===== src/hdl/nps_pkg.sv =====
// ----------------------------------------------------------------------------
// nps_pkg
// Shared sizes, register codes, types and the exponent table of the
// nucleus sampler.
// ----------------------------------------------------------------------------
package nps_pkg;

  // vector storage
  localparam int MAX_ITEMS = 256;
  localparam int IDX_W     = $clog2(MAX_ITEMS);
  localparam int CNT_W     = $clog2(MAX_ITEMS + 1);
  // sort entry: {weight, index}
  localparam int ENT_W     = 16 + IDX_W;
  localparam int TOT_W     = 16 + CNT_W;
  localparam int LIM_W     = TOT_W + 16;

  // log2(e) in Q.16, truncated
  localparam logic [16:0] LOG2E_Q16 = 17'd94548;

  // register indexes
  localparam logic [0:0] CFG_INV_TEMP = 1'b0;
  localparam logic [0:0] CFG_NUC_THR  = 1'b1;

  localparam logic [15:0] INV_TEMP_RST = 16'd5120;
  localparam logic [15:0] NUC_THR_RST  = 16'd58982;

  typedef struct packed {
    logic [15:0] inv_temp;
    logic [15:0] nuc_thr;
  } cfg_t;

  // one finished vector handed from front to back
  typedef struct packed {
    logic [CNT_W-1:0]  n;
    logic signed [15:0] max_score;
    logic [15:0]       draw;
  } job_t;

  // back status seen by the front
  typedef struct packed {
    logic score_busy;
    logic idle;
  } bstat_t;

  typedef struct packed {
    logic [7:0] chosen;
    logic [8:0] count;
  } result_t;

  // round(65536 * 2^(-i/16))
  function automatic logic [16:0] pow2_tab(input logic [4:0] i);
    logic [16:0] v;
    case (i)
      5'd0:    v = 17'd65536;
      5'd1:    v = 17'd62757;
      5'd2:    v = 17'd60097;
      5'd3:    v = 17'd57549;
      5'd4:    v = 17'd55109;
      5'd5:    v = 17'd52773;
      5'd6:    v = 17'd50535;
      5'd7:    v = 17'd48393;
      5'd8:    v = 17'd46341;
      5'd9:    v = 17'd44376;
      5'd10:   v = 17'd42495;
      5'd11:   v = 17'd40693;
      5'd12:   v = 17'd38968;
      5'd13:   v = 17'd37316;
      5'd14:   v = 17'd35734;
      5'd15:   v = 17'd34219;
      5'd16:   v = 17'd32768;
      default: v = 17'd32768;
    endcase
    return v;
  endfunction

endpackage


===== src/hdl/nps_outq.sv =====
// ----------------------------------------------------------------------------
// nps_outq
// Two-entry result queue between the back and the result port.
// ----------------------------------------------------------------------------
module nps_outq import nps_pkg::*; (
  input  logic    clk,
  input  logic    rst_n,
  input  logic    push,
  input  result_t wdata,
  output logic    full,
  input  logic    pop,
  output logic    empty,
  output result_t rdata
);

  result_t    q_r [2];
  logic       wp_r, rp_r;
  logic [1:0] cnt_r;
  logic       do_push, do_pop;

  assign full    = (cnt_r == 2'd2);
  assign empty   = (cnt_r == 2'd0);
  assign do_push = push & ~full;
  assign do_pop  = pop & ~empty;
  assign rdata   = q_r[rp_r];

  always_ff @(posedge clk) begin
    if (do_push) q_r[wp_r] <= wdata;
  end

  always_ff @(posedge clk) begin
    if (!rst_n) begin
      wp_r  <= 1'b0;
      rp_r  <= 1'b0;
      cnt_r <= 2'd0;
    end else begin
      if (do_push) wp_r <= ~wp_r;
      if (do_pop)  rp_r <= ~rp_r;
      cnt_r <= cnt_r + {1'b0, do_push} - {1'b0, do_pop};
    end
  end

endmodule

===== config.mk =====
export PLATFORM = sky130hd
export DESIGN_NAME = nps_outq
export DESIGN_NICKNAME = d
export VERILOG_FILES = /design/src/hdl/nps_pkg.sv /design/src/hdl/nps_outq.sv
export SDC_FILE = /design/constraint.sdc
export NUM_CORES = 1
export LEC_CHECK = 0
export BUFFER_PORTS_ARGS = -buffer_cell sky130_fd_sc_hd__buf_2
export CAP_MARGIN = 10
export CELL_PAD_IN_SITES_DETAIL_PLACEMENT = 1
export CELL_PAD_IN_SITES_GLOBAL_PLACEMENT = 1
export CORE_MARGIN = 3
export CORE_UTILIZATION = 42
export DETAILED_ROUTE_END_ITERATION = 16
export PLACE_DENSITY = 0.87
export SLEW_MARGIN = 5
export SYNTH_ARGS = -nofsm -noshare
export SYNTH_HDL_FRONTEND = slang
export SYNTH_SLANG_ARGS = --single-unit

===== constraint.sdc =====
create_clock -name clk -period 2.1 [get_ports clk]
set_input_delay 0.105 -clock clk [delete_from_list [all_inputs] [get_ports clk]]
set_output_delay 0.105 -clock clk [all_outputs]
set_load 0.02 [all_outputs]

==> run metrics <==
hold depth=2; DR DRC count=0; Detail Placement HPWL=2000 um; Clock Pin Slew Worst Setup and Hold Paths=around 0.1 ns; post-route antenna net violation count=0; GRT met2 Usage=27.2%; Synth Area in Compound Gates=0.495%; post-synthesis simple-gate area fraction=4.13%; R2R Path End=cnt_r[1]; setup TNS=0 ns; Synth top area share=67.4%; mapped cell area=approximately 0.0015 sq mm; mux contribution to synthesized area=15.8%; HP Class=input pin to flip-flop; flops & latches, synth=39; Syn Inst Count=80; XOR/XNOR share of the synthesized area=between 1 and 1.5%; share of post-route cells with drive strength above 1=between 40% and 50%; vias per inst=4.64; R2R depth=8; CTS H-tree depth=2; top post-synthesis cells by area=edfxtp_1, mux2_4, dfxtp_1; hold_sp=rst_n; Vias=890; Post-synth EDFFs=34; Max Transition Viols Final=0; PostCTS Resize Cnt=0; RSZ-0062 raised after global routing=no; Worst Skew=between 0.008 and 0.009 ns; number of global-route vias before repair=936; Setup CP Type=flip-flop to output port; Slew @ Worst Pin=0.410 ns; Site Rows=21; Reg power frac=a little over two fifths; DIE AREA=~0.0044 sq mm; clk_lat worst skew=~0.33 ns; Ports=40; met1 usage=between 10% and 20%; Avg WL per Cell=between 15 and 20 um; Max Cap Viol=0; final core occ=60.0%; Initial Util=about 44%; sequential element share of the synthesized area=74.0%; CP Launch Type=flip-flop; yosys warns=0; largest family of logic cells by synthesized area=multiplexers; core area=around 0.0034 sq mm; die width=66.1 um; initial antenna violation count=0; total track usage=roughly 15%; TritonCTS Buffers=5; minimum clock period after layout=between 1.5 and 2 ns; Routed WL=2920 um; PortBufs=39; Syn Area/Cell=between 15 and 20 sq um; post-synth net total=approximately 100; nets@finish=168; Top Usage Layer GRT=met2; nature of the critical path endpoint=output port; Slew HR=around 73%; fmax=slightly below 600 MHz; top post-synthesis cells by count=edfxtp_1, mux2_4, mux2_2; sw power=approximately 0.75 mW; first-pass GRT wire length=~4500 um; WP data arrival=1.63 ns; diode count=0; Area Growth Syn to Fin=35.3%; CTS tree=done; Req. time, crit path=~2 ns; Worst Hold End=cnt_r[0]; Fin. Hold Viols=0; top-count cell post-synth=edfxtp_1; Lkg Pwr=between 0.8 and 0.9 nW; DIE HEIGHT=between 60 and 70 um; crit share post-route=~83%; final setup violating endpoints=0; Sw Ratio=between 20% and 30%; FF-to-FF Start=cnt_r[0]; Unique masters post-synth=18; status=complete, no violations; Gate power share=about a third; GP Congestion=0.611; fraction of the mapped netlist area in adder cells=between 1.5 and 2%; area leader, netlist=edfxtp_1; Max FO, Critical Path=12; DRT iter0 DRCs=34; Pwr per Cell Area=1230 mW/mm^2; R2R Setup Slk=~0.39 ns; Worst VDD drop=between 0.6 and 0.7 mV; largest net degree at the start of global routing=13; Clock Path Buffers=2; dpl ws=around 0.43 ns; DRT Pass-1 Iters=4; clk root buf=clkbuf_4; Synth Flop Type=edfxtp_1; total grt overflow=0; met3 Track Usage GR=between 3 and 4%; final worst-path setup slack=approximately 0.37 ns; Sink Count=39; ys async rst share=0%; internal power=between 1.5 and 2 mW; Clock power frac=a little under a quarter
==> cell families (layout without fill, tap and decap cells) <==
family | after synthesis | in the layout
DFF | 39 | 39
muxes | 18 | 18
and+or+nand+nor | 13 | 13
buffers and inverters | 5 | 71
adders and majority gates | 2 | 2
xor gates and xnor gates | 2 | 2
AOI/OAI and AO/OA | 1 | 1
==> worst max-delay path: stages (launching register included) <==
cell	delay, ns
dfxtp_1	0.59
buf_12	0.21
mux2_2	0.35
buf_2	0.16
==> layout by cell type (no fill, tap or decap), types with 3 or more instances in the layout <==
cell type,count
mux2_2,7
nor2_1,5
buf_4,3
dfxtp_1,5
edfxtp_1,34
clkbuf_4,5
mux2_4,10
buf_2,39
dlygate4sd3_1,17
inv_1,3
==> how the worst max path moves through the flow <==
stage | from | end | slack, ns
finish | flip-flop | rdata[5] | 0.37
global route | cnt_r[0] | cnt_r[1] | 0.22
CTS | flip-flop | rdata[5] | 0.33
detailed placement | cnt_r[0] | cnt_r[1] | 0.43
global placement | cnt_r[0] | cnt_r[1] | 0.55
floorplan | cnt_r[0] | q_r[0][0] | 0.38
==> registers in the layout, summed over array words and instances (netlist names), named ones only <==
signal,flops
q_r,34
cnt_r,2
rp_r,1
wp_r,1
==> metrics by stage <==
stage	std cells	hold slack [ns]	power (mW)	area [sq um]
detailed placement	167	0.298	1.92	1780
finish	192	0.0527	2.51	2050
CTS	192	0.0344	2.55	2050
global route	192	0.0283	2.64	2050
global placement	167	0.293	1.88	1780
floorplan	80	0.204	1.68	1520
==> metal layers <==
layer	share of wire (%)	vias to the layer above
li1	-	424
met1	40	427
met2	54	34
met3	4.5	5
met4	1.2	0
met5	0	-
==> area by class of cell <==
class	count	area, sq um
Inverter	3	11.3
Tap cell	46	57.6
Multi-Input combinational cell	36	352
Fill cell	345	1370
Timing Repair Buffer	60	408
Clock inverter	2	60.1
Sequential cell	39	1120
Clock buffer	6	41.3
==> power by group through the flow <==
stage                     Clock, mW  Combinational [mW]  Sequential [mW]
after CTS                     0.618               0.846             1.09
after global routing          0.646               0.895             1.10
after floorplan                   0               0.617             1.06
final                         0.599               0.832             1.08
after detailed placement          0               0.818             1.10
after global placement            0               0.796             1.09
==> what timing repair did <==
item                                   in CTS  in global routing
hold buffers                               17                  0
endpoints found under the hold margin      34                  0
setup buffers                               0                  0
(Power assumes the default switching activity.)
