File: src/hdl/nps_pkg.sv
// ----------------------------------------------------------------------------
// nps_pkg
// Shared sizes, register codes, types and the exponent table of the
// nucleus sampler.
// ----------------------------------------------------------------------------
package nps_pkg;

  // vector storage
  localparam int MAX_ITEMS = 256;
  localparam int IDX_W     = $clog2(MAX_ITEMS);
  localparam int CNT_W     = $clog2(MAX_ITEMS + 1);
  // sort entry: {weight, index}
  localparam int ENT_W     = 16 + IDX_W;
  localparam int TOT_W     = 16 + CNT_W;
  localparam int LIM_W     = TOT_W + 16;

  // log2(e) in Q.16, truncated
  localparam logic [16:0] LOG2E_Q16 = 17'd94548;

  // register indexes
  localparam logic [0:0] CFG_INV_TEMP = 1'b0;
  localparam logic [0:0] CFG_NUC_THR  = 1'b1;

  localparam logic [15:0] INV_TEMP_RST = 16'd5120;
  localparam logic [15:0] NUC_THR_RST  = 16'd58982;

  typedef struct packed {
    logic [15:0] inv_temp;
    logic [15:0] nuc_thr;
  } cfg_t;

  // one finished vector handed from front to back
  typedef struct packed {
    logic [CNT_W-1:0]  n;
    logic signed [15:0] max_score;
    logic [15:0]       draw;
  } job_t;

  // back status seen by the front
  typedef struct packed {
    logic score_busy;
    logic idle;
  } bstat_t;

  typedef struct packed {
    logic [7:0] chosen;
    logic [8:0] count;
  } result_t;

  // round(65536 * 2^(-i/16))
  function automatic logic [16:0] pow2_tab(input logic [4:0] i);
    logic [16:0] v;
    case (i)
      5'd0:    v = 17'd65536;
      5'd1:    v = 17'd62757;
      5'd2:    v = 17'd60097;
      5'd3:    v = 17'd57549;
      5'd4:    v = 17'd55109;
      5'd5:    v = 17'd52773;
      5'd6:    v = 17'd50535;
      5'd7:    v = 17'd48393;
      5'd8:    v = 17'd46341;
      5'd9:    v = 17'd44376;
      5'd10:   v = 17'd42495;
      5'd11:   v = 17'd40693;
      5'd12:   v = 17'd38968;
      5'd13:   v = 17'd37316;
      5'd14:   v = 17'd35734;
      5'd15:   v = 17'd34219;
      5'd16:   v = 17'd32768;
      default: v = 17'd32768;
    endcase
    return v;
  endfunction

endpackage

File: src/hdl/nps_front.sv
// ----------------------------------------------------------------------------
// nps_front
// Accepts scores, stores them, tracks the maximum and count, and hands a
// finished vector to the back through a one-entry job register.
// ----------------------------------------------------------------------------
module nps_front import nps_pkg::*; (
  input  logic               clk,
  input  logic               rst_n,
  input  logic               in_push,
  output logic               in_full,
  input  logic [15:0]        in_logit,
  input  logic               in_last_logit,
  input  logic [15:0]        in_draw,
  input  bstat_t             bstat,
  output logic               job_valid,
  output job_t               job,
  input  logic               job_take,
  input  logic [IDX_W-1:0]   score_rd_addr,
  output logic [15:0]        score_rd_data
);

  logic [15:0]        score_mem [MAX_ITEMS];
  logic [15:0]        score_rd_r;
  logic [CNT_W-1:0]   cnt_r;
  logic signed [15:0] max_r;
  logic               job_v_r;
  job_t               job_r;
  logic               accept;
  logic               room;
  logic signed [15:0] max_nxt;
  logic [CNT_W-1:0]   cnt_nxt;

  // front stalls while a job waits or the back still reads scores
  assign in_full = job_v_r | bstat.score_busy;
  assign accept  = in_push & ~in_full;
  assign room    = cnt_r < CNT_W'(MAX_ITEMS);

  always_comb begin
    max_nxt = max_r;
    cnt_nxt = cnt_r;
    if (room) begin
      cnt_nxt = cnt_r + CNT_W'(1);
      if ($signed(in_logit) > max_r) max_nxt = $signed(in_logit);
    end
  end

  // score store
  always_ff @(posedge clk) begin
    if (accept && room) score_mem[cnt_r[IDX_W-1:0]] <= in_logit;
    score_rd_r <= score_mem[score_rd_addr];
  end

  // vector tracking and job handoff
  always_ff @(posedge clk) begin
    if (!rst_n) begin
      cnt_r   <= '0;
      max_r   <= -16'sd32768;
      job_v_r <= 1'b0;
    end else begin
      if (job_take) job_v_r <= 1'b0;
      if (accept) begin
        if (in_last_logit) begin
          job_v_r         <= 1'b1;
          job_r.n         <= cnt_nxt;
          job_r.max_score <= max_nxt;
          job_r.draw      <= in_draw;
          cnt_r           <= '0;
          max_r           <= -16'sd32768;
        end else begin
          cnt_r <= cnt_nxt;
          max_r <= max_nxt;
        end
      end
    end
  end

  assign job_valid     = job_v_r;
  assign job           = job_r;
  assign score_rd_data = score_rd_r;

endmodule

File: config.mk
export PLATFORM = sky130hd
export DESIGN_NAME = nps_front
export DESIGN_NICKNAME = d
export VERILOG_FILES = /design/src/hdl/nps_pkg.sv /design/src/hdl/nps_front.sv
export SDC_FILE = /design/constraint.sdc
export NUM_CORES = 2
export LEC_CHECK = 0
export BUFFER_PORTS_ARGS = -buffer_cell sky130_fd_sc_hd__clkbuf_2
export CAP_MARGIN = 20
export CORE_MARGIN = 2
export CORE_UTILIZATION = 40
export CTS_BUF_LIST = sky130_fd_sc_hd__clkbuf_16
export CTS_CLUSTER_DIAMETER = 150
export CTS_CLUSTER_SIZE = 20
export DETAILED_ROUTE_END_ITERATION = 6
export SLEW_MARGIN = 15
export SYNTH_ARGS = -nofsm -noshare
export SYNTH_HDL_FRONTEND = slang
export SYNTH_SLANG_ARGS = --single-unit
File: constraint.sdc
create_clock -name clk -period 9.1 [get_ports clk]
set_clock_uncertainty 0.1 [all_clocks]
set_input_delay 1.82 -clock clk [delete_from_list [all_inputs] [get_ports clk]]
set_output_delay 1.82 -clock clk [all_outputs]
set_load 0.01 [all_outputs]
==> results.sh <==
export IMPL_hpwl_mm=240
export IMPL_viasPerCell=5.84
export IMPL_ys_seq_elements=4179
export IMPL_post_place_ws_ps=2970
export IMPL_die_y_um=635
export IMPL_die_w_um=635
export IMPL_switching_power_mw=7.13
export IMPL_fin_nets=7790
export IMPL_wl_mm=406
export IMPL_htreeDepth=4
export IMPL_start_util_pct=40.2
export IMPL_antenna_found_initial=24
export IMPL_cp_required_ps=9870
export IMPL_yosysTopAreaCellShare_pct=78.0
export IMPL_synth_largest_area_cell="edfxtp_1"
export IMPL_grt_pass1_vias=75819
export IMPL_slew_headroom_pct=14.8
export IMPL_finalWorstSetupSlack_ps=3920
export IMPL_drt_pass1_iter_count=6
export IMPL_pin_count=106
export IMPL_crit_fanout=57
export IMPL_cts_sinks=4179
export IMPL_yosysWarnings=0
export IMPL_synthesis_area_mm2=0.159
export IMPL_async_flop_share_pct=0
export IMPL_clockPowerShare_pct=31.5
export IMPL_worstRegToRegCells=7
export IMPL_synth_flop_cell="edfxtp_1"
export IMPL_fp_dieArea_mm2=0.403
export IMPL_post_drt_wl_per_cell_um=31.1
export IMPL_grt_max_degree=201
export IMPL_tightestPinTransition_ps=1280
export IMPL_route_detailed_drc=0
export IMPL_syn_num_nets=7510
export IMPL_clockBufferDepth=4
export IMPL_sw_frac_of_total_pct=21.3
export IMPL_cts_buffers=231
export IMPL_hold_depth=1
export IMPL_drv_cap=0
export IMPL_ir_drop_uv=148
export IMPL_rsz0062_at_grt="no"
export IMPL_leakage_nw=54.0
export IMPL_fmax_mhz=193
export IMPL_hold_viol=0
export IMPL_synth_cell_types=52
export IMPL_area_growth_pct=9.24
export IMPL_synthCells=7443
export IMPL_seq_power_share_pct=63.3
export IMPL_fin_crit_ps=5180
export IMPL_dr_total_vias=76368
export IMPL_synth_edff_count=4137
export IMPL_clkTransAtPathRegs_ps=90
export IMPL_layout_common_cells="edfxtp_1, mux4_2, mux2i_1"
export IMPL_antenna_left=0
export IMPL_gr_total_overflow=0
export IMPL_crit_type="in -> reg"
export IMPL_gp_congestion=0.824
export IMPL_endpoint_kind="register"
export IMPL_track_usage_pct=19.6
export IMPL_root_buffer="clkbuf_16"
export IMPL_status="completed"
export IMPL_avgSynthCellArea_um2=21.4
export IMPL_final_util_pct=43.9
export IMPL_crit_chain="buf_8, buf_4, nand2_4, buf_4, o22ai_1, nor4_1, a21oi_1, nand4_1, nor3_1"
export IMPL_final_common_cell="edfxtp_1"
export IMPL_slowest_stage="a21oi_1"
export IMPL_holdBufCountCts=0
export IMPL_fillers=33118
export IMPL_critical_path_max_stage_delay_ps=790
export IMPL_grt_first_pass_wirelength_mm=571
export IMPL_cp_top_family="buffers and inverters"
export IMPL_drtIter0Drc=9304
export IMPL_post_cts_resized=0
export IMPL_path_buf_inv=3
export IMPL_layout_drive_gt1_share_pct=20.6
export IMPL_p_int_mw=26.3
export IMPL_start_kind="input pin"
export IMPL_cp_common_cell="buf_4"
export IMPL_io_buffers=104
export IMPL_core_area_mm2=0.396
export IMPL_finalCritPeriodShare_pct=57.0
export IMPL_setup_tns_ps=0
export IMPL_clk_insertion_delay_late_ps=960
export IMPL_cts_setup_buffers=0
export IMPL_rows=231
export IMPL_power_density_mw_per_mm2=192
export IMPL_hold_class="reg -> reg"
export IMPL_drv_slew=0
export IMPL_power_total_mw=33.5
export IMPL_cts_tree="done"
export IMPL_synth_area_leaders="edfxtp_1, mux4_2, mux2i_1, o22ai_1, a22oi_1"
export IMPL_setup_viol=0
export IMPL_cp_arrival_ps=5960
export IMPL_comb_power_share_pct=5.2
export IMPL_yosysSeqAreaShare_pct=78.5
export IMPL_cp_num_cells=9
[registers in the layout, indices dropped and copies added (netlist names)]
name,count
cnt_r,9
job,41
job_valid,1
max_r,16
score_mem,4096
score_rd_data,16
[cells in the mapped netlist, drive strengths merged (20+ instances only)]
cell type	n
ha	20
mux4	768
nand2	70
dfxtp	42
inv	22
o22ai	288
o21ai	34
a22o	112
mux2i	528
nor2	269
nor3	114
nor4	67
edfxtp	4137
nor2b	34
a22oi	197
a21oi	137
nand4	21
a221oi	48
buf	234
clkbuf	212
[power groups by stage]
stage | sequential (mW) | combinational, mW | clock [mW]
floorplan | 21.6 | 0.926 | 0
global placement | 21.6 | 1.73 | 0
detailed placement | 21.6 | 1.76 | 0
CTS | 21.2 | 1.76 | 10.8
global route | 21.2 | 1.84 | 11.4
finish | 21.2 | 1.74 | 10.5
[cell type report]
| class | instances | area [um^2] | area share [%] |
|---|---|---|---|
| inverters | 22 | 82.6 | 0.0474 |
| diodes | 5 | 12.5 | 0.00719 |
| clock inverters | 96 | 455 | 0.262 |
| repair buffers | 493 | 4080 | 2.34 |
| flip-flops and latches | 4179 | 125000 | 71.8 |
| clock buffers | 234 | 5860 | 3.36 |
| well taps | 5242 | 6560 | 3.77 |
| multi-input cells | 2796 | 32000 | 18.4 |
[final timing paths]
| kind | to | from | slack [ps] |
|---|---|---|---|
| max | score_rd_data[5]$_DFF_P_ | score_rd_addr[1] | 3920 |
| min | max_r[3]$_SDFFE_PN0P_ | max_r[3]$_SDFFE_PN0P_ | 370 |
| max reg2reg | score_mem[91][7]$_DFFE_PP_ | job_valid$_SDFF_PN0_ | 4810 |
| min reg2reg | max_r[3]$_SDFFE_PN0P_ | max_r[3]$_SDFFE_PN0P_ | 370 |
[stage by stage]
step,hold WS (ps),instances,instance area [um^2]
final,371,13067,174000
after CTS,374,13040,174000
after detailed placement,355,12710,167000
after global routing,404,13067,174000
after floorplan,342,7443,159000
after global placement,348,12704,167000
[cell families after synthesis]
kind of cell             Yosys count  share of synthesized area, %
flip-flops                      4179                          78.5
buffers and inverters            468                          1.64
multiplexers                    1298                          14.2
adder cells (fa/ha/maj)           20                         0.157
XOR/XNOR                           7                        0.0385
AND/OR/NAND/NOR                  611                          1.78
AO/OA/AOI/OAI                    860                          3.73
[metal layers]
metal | global-route usage (%) | routed length, um | up-vias
li1 | - | - | 31673
met1 | 27.5 | 167000 | 41146
met2 | 31.9 | 196000 | 3028
met3 | 2.83 | 30000 | 517
met4 | 6.07 | 13700 | 4
met5 | 0 | 23 | -
(Power assumes the default switching activity.)
